[src/design/wrcs_pkg.sv]
// Shared constants, codes and control types of the weighted random child selector.
package wrcs_pkg;

  localparam int unsigned MAX_CHILDREN = 16;
  localparam int unsigned WEIGHT_BITS  = 32;
  localparam int unsigned CHILD_IDX_W  = (MAX_CHILDREN > 1) ? $clog2(MAX_CHILDREN) : 1;
  // Sum of all weights never overflows this width.
  localparam int unsigned TOTAL_W      = WEIGHT_BITS + CHILD_IDX_W;
  localparam int unsigned RND_W        = 32;
  localparam int unsigned PROD_W       = 2 * RND_W;

  typedef enum logic [1:0] {
    ST_IDLE       = 2'd0,
    ST_CONNECTING = 2'd1,
    ST_READY      = 2'd2,
    ST_FAILURE    = 2'd3
  } link_state_e;

  typedef enum logic [1:0] {
    CMD_SET_WEIGHT   = 2'd0,
    CMD_STATE_REPORT = 2'd1,
    CMD_PICK         = 2'd2
  } cmd_e;

  typedef enum logic [2:0] {
    DP_HOLD   = 3'd0,
    DP_CLEAR  = 3'd1,
    DP_ACCUM  = 3'd2,
    DP_MUL_LO = 3'd3,
    DP_MUL_HI = 3'd4,
    DP_KEY    = 3'd5
  } dp_op_e;

  typedef struct packed {
    dp_op_e op;
  } dp_ctrl_t;

  typedef struct packed {
    logic total_zero;  // accumulator holds zero
    logic hit;         // accumulator plus current weight exceeds the key
  } dp_status_t;

endpackage

[src/design/weighted_random_child_selector_unit.sv]
// Top level of the weighted random child selector: command sequencer and result registers.
//
// An item is taken when start_i is high while busy_o is low; busy_o stays high until the
// single result of that item has been shown. The result is on the result ports for
// exactly one cycle, marked by done_o, and the receiver cannot hold it off, so capture
// it in that cycle. set_weight, state_report and undefined commands go from S_AGG
// straight to S_DONE, as does a pick while the aggregate is connecting or idle; that
// pick returns pick_valid_o low. A pick in ready or transient failure walks the table
// twice through one shared adder: one pass over all 16 entries sums the weights of the
// pick set, S_MUL_LO, S_MUL_HI and S_KEY form key = (random_word * total) >> 32 on one
// 32x32 multiplier, and a second pass accumulates again until the running sum exceeds
// the key. When the pick set has a zero total, the pick ends after the first pass with
// pick_valid_o low.
// Weight and state writes land in the table at the accept edge, so aggregate_state_o
// always reflects the item itself.
module weighted_random_child_selector_unit
  import wrcs_pkg::*;
(
  input  logic        clk_i,
  input  logic        rst_ni,
  input  logic        start_i,
  output logic        busy_o,
  output logic        done_o,
  input  logic [1:0]  command_i,
  input  logic [3:0]  child_index_i,
  input  logic [31:0] new_weight_i,
  input  logic [1:0]  reported_state_i,
  input  logic [31:0] random_word_i,
  output logic [1:0]  aggregate_state_o,
  output logic        pick_valid_o,
  output logic [3:0]  chosen_child_o,
  output logic        exit_idle_request_o
);

  typedef enum logic [6:0] {
    S_IDLE   = 7'b0000001,
    S_AGG    = 7'b0000010,
    S_SUM    = 7'b0000100,
    S_MUL_LO = 7'b0001000,
    S_MUL_HI = 7'b0010000,
    S_KEY    = 7'b0100000,
    S_DONE   = 7'b1000000
  } fsm_e;

  localparam logic [CHILD_IDX_W-1:0] LAST_IDX = CHILD_IDX_W'(MAX_CHILDREN - 1);

  // Note: the scan pass reuses S_SUM's walk but with compare; tracked by scan_q.
  fsm_e                   state_q, state_d;
  logic                   scan_q, scan_d;
  logic [CHILD_IDX_W-1:0] idx_q, idx_d;
  cmd_e                   cmd_q, cmd_d;
  logic [RND_W-1:0]       rnd_q, rnd_d;
  link_state_e            agg_q, agg_d;
  logic                   exit_q, exit_d;
  logic                   valid_q, valid_d;
  logic [CHILD_IDX_W-1:0] chosen_q, chosen_d;

  logic                   accept;
  logic                   idx_in_range;
  logic [CHILD_IDX_W-1:0] wr_idx;
  logic [WEIGHT_BITS-1:0] rd_weight;
  link_state_e            rd_state;
  link_state_e            agg_now;
  logic                   member;
  dp_ctrl_t               dp_ctrl;
  dp_status_t             dp_status;

  assign accept       = start_i && !busy_o;
  assign idx_in_range = 32'(child_index_i) < MAX_CHILDREN;
  assign wr_idx       = CHILD_IDX_W'(child_index_i);

  // Table writes happen right at the accept edge.
  wrcs_child_table u_table (
    .clk_i          (clk_i),
    .rst_ni         (rst_ni),
    .wr_weight_en_i (accept && command_i == CMD_SET_WEIGHT && idx_in_range),
    .wr_state_en_i  (accept && command_i == CMD_STATE_REPORT && idx_in_range),
    .wr_idx_i       (wr_idx),
    .wr_weight_i    (WEIGHT_BITS'(new_weight_i)),
    .wr_state_i     (link_state_e'(reported_state_i)),
    .rd_idx_i       (idx_q),
    .rd_weight_o    (rd_weight),
    .rd_state_o     (rd_state),
    .agg_state_o    (agg_now)
  );

  wrcs_datapath u_dp (
    .clk_i    (clk_i),
    .rst_ni   (rst_ni),
    .ctrl_i   (dp_ctrl),
    .weight_i (rd_weight),
    .rnd_i    (rnd_q),
    .status_o (dp_status)
  );

  // A child belongs to the pick set when active and in the set's state.
  assign member = (rd_weight != '0) && (rd_state == agg_q);

  always_comb begin
    state_d    = state_q;
    scan_d     = scan_q;
    idx_d      = idx_q;
    cmd_d      = cmd_q;
    rnd_d      = rnd_q;
    agg_d      = agg_q;
    exit_d     = exit_q;
    valid_d    = valid_q;
    chosen_d   = chosen_q;
    dp_ctrl.op = DP_HOLD;

    unique case (state_q)
      S_IDLE: begin
        if (start_i) begin
          cmd_d   = cmd_e'(command_i);
          rnd_d   = random_word_i;
          exit_d  = (command_i == CMD_STATE_REPORT) &&
                    (reported_state_i == ST_IDLE);
          state_d = S_AGG;
        end
      end
      S_AGG: begin
        agg_d    = agg_now;
        valid_d  = 1'b0;
        chosen_d = '0;
        if (cmd_q == CMD_PICK && (agg_now == ST_READY || agg_now == ST_FAILURE)) begin
          dp_ctrl.op = DP_CLEAR;
          idx_d      = '0;
          scan_d     = 1'b0;
          state_d    = S_SUM;
        end else begin
          state_d = S_DONE;
        end
      end
      S_SUM: begin
        if (member) begin
          dp_ctrl.op = DP_ACCUM;
        end
        if (scan_q && member && dp_status.hit) begin
          // Stop at the first child whose running sum passes the key.
          valid_d  = 1'b1;
          chosen_d = idx_q;
          state_d  = S_DONE;
        end else if (idx_q == LAST_IDX) begin
          state_d = scan_q ? S_DONE : S_MUL_LO;
        end else begin
          idx_d = idx_q + 1'b1;
        end
      end
      S_MUL_LO: begin
        if (dp_status.total_zero) begin
          state_d = S_DONE;
        end else begin
          dp_ctrl.op = DP_MUL_LO;
          state_d    = S_MUL_HI;
        end
      end
      S_MUL_HI: begin
        dp_ctrl.op = DP_MUL_HI;
        state_d    = S_KEY;
      end
      S_KEY: begin
        // Finish the key and restart the walk for the running sum.
        dp_ctrl.op = DP_KEY;
        idx_d      = '0;
        scan_d     = 1'b1;
        state_d    = S_SUM;
      end
      S_DONE: begin
        state_d = S_IDLE;
      end
      default: begin
        state_d = S_IDLE;
      end
    endcase
  end

  always_ff @(posedge clk_i or negedge rst_ni) begin
    if (!rst_ni) begin
      state_q <= S_IDLE;
      scan_q  <= 1'b0;
      idx_q   <= '0;
    end else begin
      state_q <= state_d;
      scan_q  <= scan_d;
      idx_q   <= idx_d;
    end
  end

  always_ff @(posedge clk_i) begin
    cmd_q    <= cmd_d;
    rnd_q    <= rnd_d;
    agg_q    <= agg_d;
    exit_q   <= exit_d;
    valid_q  <= valid_d;
    chosen_q <= chosen_d;
  end

  assign busy_o              = (state_q != S_IDLE);
  assign done_o              = (state_q == S_DONE);
  assign aggregate_state_o   = agg_q;
  assign pick_valid_o        = valid_q;
  assign chosen_child_o      = 4'(chosen_q);
  assign exit_idle_request_o = exit_q;

endmodule

[src/design/wrcs_child_table.sv]
// Child weight and link state table with the aggregate state reduction.
module wrcs_child_table
  import wrcs_pkg::*;
(
  input  logic                   clk_i,
  input  logic                   rst_ni,
  input  logic                   wr_weight_en_i,
  input  logic                   wr_state_en_i,
  input  logic [CHILD_IDX_W-1:0] wr_idx_i,
  input  logic [WEIGHT_BITS-1:0] wr_weight_i,
  input  link_state_e            wr_state_i,
  input  logic [CHILD_IDX_W-1:0] rd_idx_i,
  output logic [WEIGHT_BITS-1:0] rd_weight_o,
  output link_state_e            rd_state_o,
  output link_state_e            agg_state_o
);

  logic [WEIGHT_BITS-1:0] weight_q [MAX_CHILDREN];
  link_state_e            state_q  [MAX_CHILDREN];
  logic [MAX_CHILDREN-1:0] is_ready, is_conn, is_idle;

  always_ff @(posedge clk_i or negedge rst_ni) begin
    if (!rst_ni) begin
      for (int i = 0; i < MAX_CHILDREN; i++) begin
        weight_q[i] <= '0;
        state_q[i]  <= ST_CONNECTING;
      end
    end else begin
      if (wr_weight_en_i) begin
        weight_q[wr_idx_i] <= wr_weight_i;
      end
      // Hold a failure until ready is reported.
      if (wr_state_en_i &&
          (state_q[wr_idx_i] != ST_FAILURE || wr_state_i == ST_READY)) begin
        state_q[wr_idx_i] <= wr_state_i;
      end
    end
  end

  assign rd_weight_o = weight_q[rd_idx_i];
  assign rd_state_o  = state_q[rd_idx_i];

  always_comb begin
    for (int i = 0; i < MAX_CHILDREN; i++) begin
      is_ready[i] = (weight_q[i] != '0) && (state_q[i] == ST_READY);
      is_conn[i]  = (weight_q[i] != '0) && (state_q[i] == ST_CONNECTING);
      is_idle[i]  = (weight_q[i] != '0) && (state_q[i] == ST_IDLE);
    end
    if (|is_ready) begin
      agg_state_o = ST_READY;
    end else if (|is_conn) begin
      agg_state_o = ST_CONNECTING;
    end else if (|is_idle) begin
      agg_state_o = ST_IDLE;
    end else begin
      agg_state_o = ST_FAILURE;
    end
  end

endmodule

[src/design/wrcs_datapath.sv]
// Shared accumulate, compare and multiply unit for totals, key and running sum.
module wrcs_datapath
  import wrcs_pkg::*;
(
  input  logic                   clk_i,
  input  logic                   rst_ni,
  input  dp_ctrl_t               ctrl_i,
  input  logic [WEIGHT_BITS-1:0] weight_i,
  input  logic [RND_W-1:0]       rnd_i,
  output dp_status_t             status_o
);

  logic [TOTAL_W-1:0] acc_q, acc_d;
  logic [TOTAL_W-1:0] key_q, key_d;
  logic [PROD_W-1:0]  prod_q, prod_d;
  logic [PROD_W-1:0]  acc_ext;
  logic [RND_W-1:0]   mul_b;
  logic [PROD_W-1:0]  mul_p;
  logic [TOTAL_W-1:0] sum;

  assign acc_ext = PROD_W'(acc_q);
  assign mul_b   = (ctrl_i.op == DP_MUL_HI) ? acc_ext[PROD_W-1:RND_W] : acc_ext[RND_W-1:0];
  assign mul_p   = PROD_W'(rnd_i) * PROD_W'(mul_b);
  assign sum     = acc_q + TOTAL_W'(weight_i);

  assign status_o.total_zero = (acc_q == '0);
  assign status_o.hit        = (sum > key_q);

  always_comb begin
    acc_d  = acc_q;
    key_d  = key_q;
    prod_d = prod_q;
    unique case (ctrl_i.op)
      DP_HOLD:   ;
      DP_CLEAR:  acc_d = '0;
      DP_ACCUM:  acc_d = sum;
      DP_MUL_LO: prod_d = mul_p;
      DP_MUL_HI: begin
        key_d  = TOTAL_W'(prod_q[PROD_W-1:RND_W]);
        prod_d = mul_p;
      end
      DP_KEY: begin
        key_d = key_q + TOTAL_W'(prod_q);
        acc_d = '0;
      end
      default: ;
    endcase
  end

  always_ff @(posedge clk_i or negedge rst_ni) begin
    if (!rst_ni) begin
      acc_q <= '0;
    end else begin
      acc_q <= acc_d;
    end
  end

  always_ff @(posedge clk_i) begin
    key_q  <= key_d;
    prod_q <= prod_d;
  end

endmodule
[config.mk]
export PLATFORM = sky130hd
export DESIGN_NAME = weighted_random_child_selector_unit
export DESIGN_NICKNAME = d
export VERILOG_FILES = /design/src/design/wrcs_pkg.sv /design/src/design/weighted_random_child_selector_unit.sv /design/src/design/wrcs_child_table.sv /design/src/design/wrcs_datapath.sv
export SDC_FILE = /design/constraint.sdc
export NUM_CORES = 2
export LEC_CHECK = 0
export BUFFER_PORTS_ARGS = -buffer_cell sky130_fd_sc_hd__buf_2
export CORE_ASPECT_RATIO = 0.7
export CORE_UTILIZATION = 50
export CTS_BUF_LIST = sky130_fd_sc_hd__clkbuf_2
export CTS_CLUSTER_DIAMETER = 200
export DETAILED_ROUTE_END_ITERATION = 12
export GPL_TIMING_DRIVEN = 0
export PLACE_DENSITY_LB_ADDON = 0.2
export SLEW_MARGIN = 5
export SYNTH_ARGS = -nofsm -noshare
export SYNTH_HDL_FRONTEND = slang
export SYNTH_HIERARCHICAL = 1
export SYNTH_SLANG_ARGS = --single-unit
[constraint.sdc]
create_clock -name clk_i -period 36.5 [get_ports clk_i]
set_clock_uncertainty 0.15 [all_clocks]
set_input_delay 5.475 -clock clk_i [delete_from_list [all_inputs] [get_ports clk_i]]
set_output_delay 5.475 -clock clk_i [all_outputs]
set_load 0.05 [all_outputs]
==> summary.txt <==
Run status
  • Status: complete, but fails checks
  • Failing checks: max-capacitance violations, max-slew violations

Power
  • Peak VDD IR: about 0.049 mV
  • Static leakage: about 36 nW
  • Power per standard cell area: between 40 and 50 nW/µm²

Routing
  • Via density: 6.117
  • DR DRC count: 0
  • Total length of routed wires: 258,300 µm
  • Final ANT Viol Nets: 0
  • Vias: approximately 53,000
  • Routed len/inst: 29.55 µm
  • Drt first pass iters: 8
  • 1st-iter DRT viols: between 6,000 and 7,000

Die
  • IO Count: 85
  • Die area: 142,500 µm²
  • Rows: around 110
  • Starting Density: roughly half
  • Die H: roughly 320 µm
  • Die X: 450.8 µm
  • Core Region: roughly 140,000 µm²

Yosys
  • Synth warn: 6
  • Cell taking the most area after synthesis: fa_1
  • Yosys cell types: 91
  • Top cell type's share of synthesized area: between 20% and 30%
  • Async set-reset flop share out of synthesis: 80.65%
  • Synthesized area: 70,490 µm²
  • Syn Nets: a little under 8,000
  • Ys flop type: dfrtp_1
  • EDFF count, synth: approximately 140
  • Yosys reg bits: around 730
  • Syn avg cell area: ~11 µm²
  • Sequential area share after synthesis: 27.10%
  • Synth area leaders: fa_1 26%, dfrtp_1 20%, mux2_2 8.7%, ha_1 6.5%, edfxtp_1 6.0%
  • Gate Count Post-Synth: 6,439

Clock tree
  • Cts bufs inserted: 181
  • CTS HTree Levels: 4
  • Clock sinks: roughly 730
  • Clk_lat worst skew: ~1600 ps
  • Cts hold-fix bufs: 0
  • Clock Path Buffers: 3
  • Clk pin slew, worst setup/hold paths: roughly 100 ps
  • Root Driver: clkbuf_2
  • Postcts setup bufs: 0
  • CTS tree: yes
  • Resize count post-CTS: 0

Min path
  • Hold-critical path depth: 2
  • Hold crit path type: reg -> reg

STA
  • Tmin final: about 18,000 ps
  • Measured slew at the worst slew-check pin: between 1500 and 2000 ps
  • Slew margin rel.: -2.303%
  • # setup viols final: 0
  • Tcrit/Tclk final: 48.97%
  • Setup_tns: 0 ps
  • Maximum clock frequency: 55.95 MHz
  • WHS: 312.7 ps
  • Max Slew Vio Count: 34
  • RSZ-0062 raised after global routing: false
  • Fin. Hold Viols: 0

Global route
  • Congestion Overflow GR: 0
  • Initial antenna violation count: 55
  • Vias in the first global route: 52,540
  • Largest net degree at the start of global routing: 119
  • GRT Util Overall: about 37%
  • First-pass GRT wire length: 372,600 µm

Critical path
  • Register-to-Register Setup Slack: 18,630 ps
  • Crit-path most repeated cell: fa_1
  • Nature of the critical path endpoint: register
  • Crit start category: register
  • CP Capture Point: u_dp/prod_q[63]
  • Worst r2r path cells: 38
  • Required time worst endpoint: 37,690 ps
  • Critical path fanouts, max: 31
  • CP max-delay cell: clkbuf_1
  • Worst R2R Start: idx_q[1]
  • CP Data Arrival Time: approximately 19,000 ps
  • WS Path Type: reg -> reg
  • Worst setup startpoint: idx_q[1]
  • CP max stage delay: 990 ps
  • Reg2reg end: u_dp/prod_q[63]

Final layout
  • Most common cell after layout, fill and taps aside: inv_1
  • Multi-input logic area: about 46,000 µm²
  • Most frequent cells in the layout: 939 x inv_1, 898 x fa_1, 612 x nand2_1, 575 x dfrtp_1, 567 x and2_1
  • Synth-to-Final Area Change: 6.909%
  • Total Nets Final: ~8,000
  • Layout cell share with drive strength beyond 1: between 10% and 20%
  • Register area: approximately 19,000 µm²
  • Filler Cells Inserted: 12,440

Place
  • RePlAce Congestion: 1.030
  • Port bufs: 84
  • Detail Placement HPWL: 209,900 µm

Run
  • Number of max-cap violations: 4
power breakdown:
part	switching, mW	leakage, nW	internal (mW)
clock	0.381	1.30	0.219
sequential	0.149	9.41	0.988
combinational	1.04	25.5	0.561
total	1.57	36.2	1.77
metrics by stage:
| stage | instances | power (mW) | area, µm² | utilization, % | setup WS (ps) |
|---|---|---|---|---|---|
| 5_1_grt | 8725 | 3.485 | 75310 | 54.21 | 18200 |
| 6_report | 8743 | 3.334 | 75360 | 54.24 | 18630 |
| 3_5_place_dp | 8392 | 2.658 | 73560 | 52.95 | 19480 |
| 4_1_cts | 8716 | 3.272 | 75270 | 54.18 | 19380 |
| 3_3_place_gp | 8379 | 2.633 | 73230 | 52.71 | 17370 |
| 2_1_floorplan | 6439 | 1.998 | 70490 | - | 23930 |
logic make-up (layout without fill, tap and decap cells):
logic type / after synthesis / in the layout / share of synthesized area [%]
flip-flops: 734 / 734 / 27.10
buffers and inverters: 1304 / 1726 / 7.031
multiplexers: 718 / 718 / 14.21
AO/OA/AOI/OAI: 554 / 554 / 5.269
other: 0 / 26 / 0
adder cells (fa/ha/maj): 1265 / 1265 / 32.02
AND/OR/NAND/NOR: 1741 / 1741 / 12.84
XOR/XNOR: 123 / 123 / 1.528
worst min-delay path by stage:
| stage | start | to | slack (ps) |
|---|---|---|---|
| 6_report | u_dp/prod_q[58] | u_dp/key_q[26] | 310 |
| 5_1_grt | scan_q | state_q[3] | 380 |
| 4_1_cts | u_dp/prod_q[58] | u_dp/key_q[26] | 280 |
| 3_3_place_gp | scan_q | state_q[3] | 350 |
| 3_5_place_dp | scan_q | state_q[3] | 340 |
| 2_1_floorplan | scan_q | state_q[3] | 310 |
Yosys cell counts (all sizes together), types with 12 or more instances:
cell type  count
o21bai        22
xor2          45
a21oi        141
nor3          44
inv          940
a21o          70
dfrtp        575
and2         568
edfxtp       142
a31oi         18
nand4         65
a22o          33
a211oi        17
dfstp         17
nand2        612
ha           367
xnor2         78
nor4         153
nor2b         51
and3          14
fa           898
o211ai        19
mux2         544
clkbuf       316
buf           48
nand3         40
o32ai         12
nand2b        23
nor2         124
mux4         171
o21ai        122
o21a          23
worst max-delay path: cells and delay by family (launching register included):
| kind | cells | cell delay [ps] |
|---|---|---|
| buf+inv | 11 | 4950 |
| compound gates | 6 | 2590 |
| simple gates | 9 | 3950 |
| fa+ha+maj | 9 | 4140 |
| flops | 1 | 510 |
| xor+xnor | 1 | 260 |
| mux | 2 | 1050 |
registers in the layout, indices dropped and copies added, names as in the netlist, 2 cells and up:
name               flops
u_table/weight_q     512
state_q                7
cmd_q                  2
u_table/state_q       32
u_dp/acc_q            36
aggregate_state_o      2
u_dp/prod_q           64
idx_q                  4
u_dp/key_q            36
rnd_q                 32
chosen_child_o         4
per-layer routing:
layer	wire length, µm	vias to the layer above	track usage (%)
li1	-	21970	-
met1	115200	27650	56.97
met2	91940	3417	43.83
met3	44170	428	18.42
met4	6941	14	9.802
met5	93	-	0
area by class of cell:
cell class	instances	share of cell area (%)
Antenna cell	26	0.08634
Buffer	364	1.901
Clock inverter	53	0.4632
Inverter	940	4.682
Timing Repair Buffer	98	0.9796
Tap cell	1856	3.082
Multi-Input combinational cell	4401	61.66
Clock buffer	271	1.800
Sequential cell	734	25.35
No activity file was read; power rests on OpenSTA's default activity.
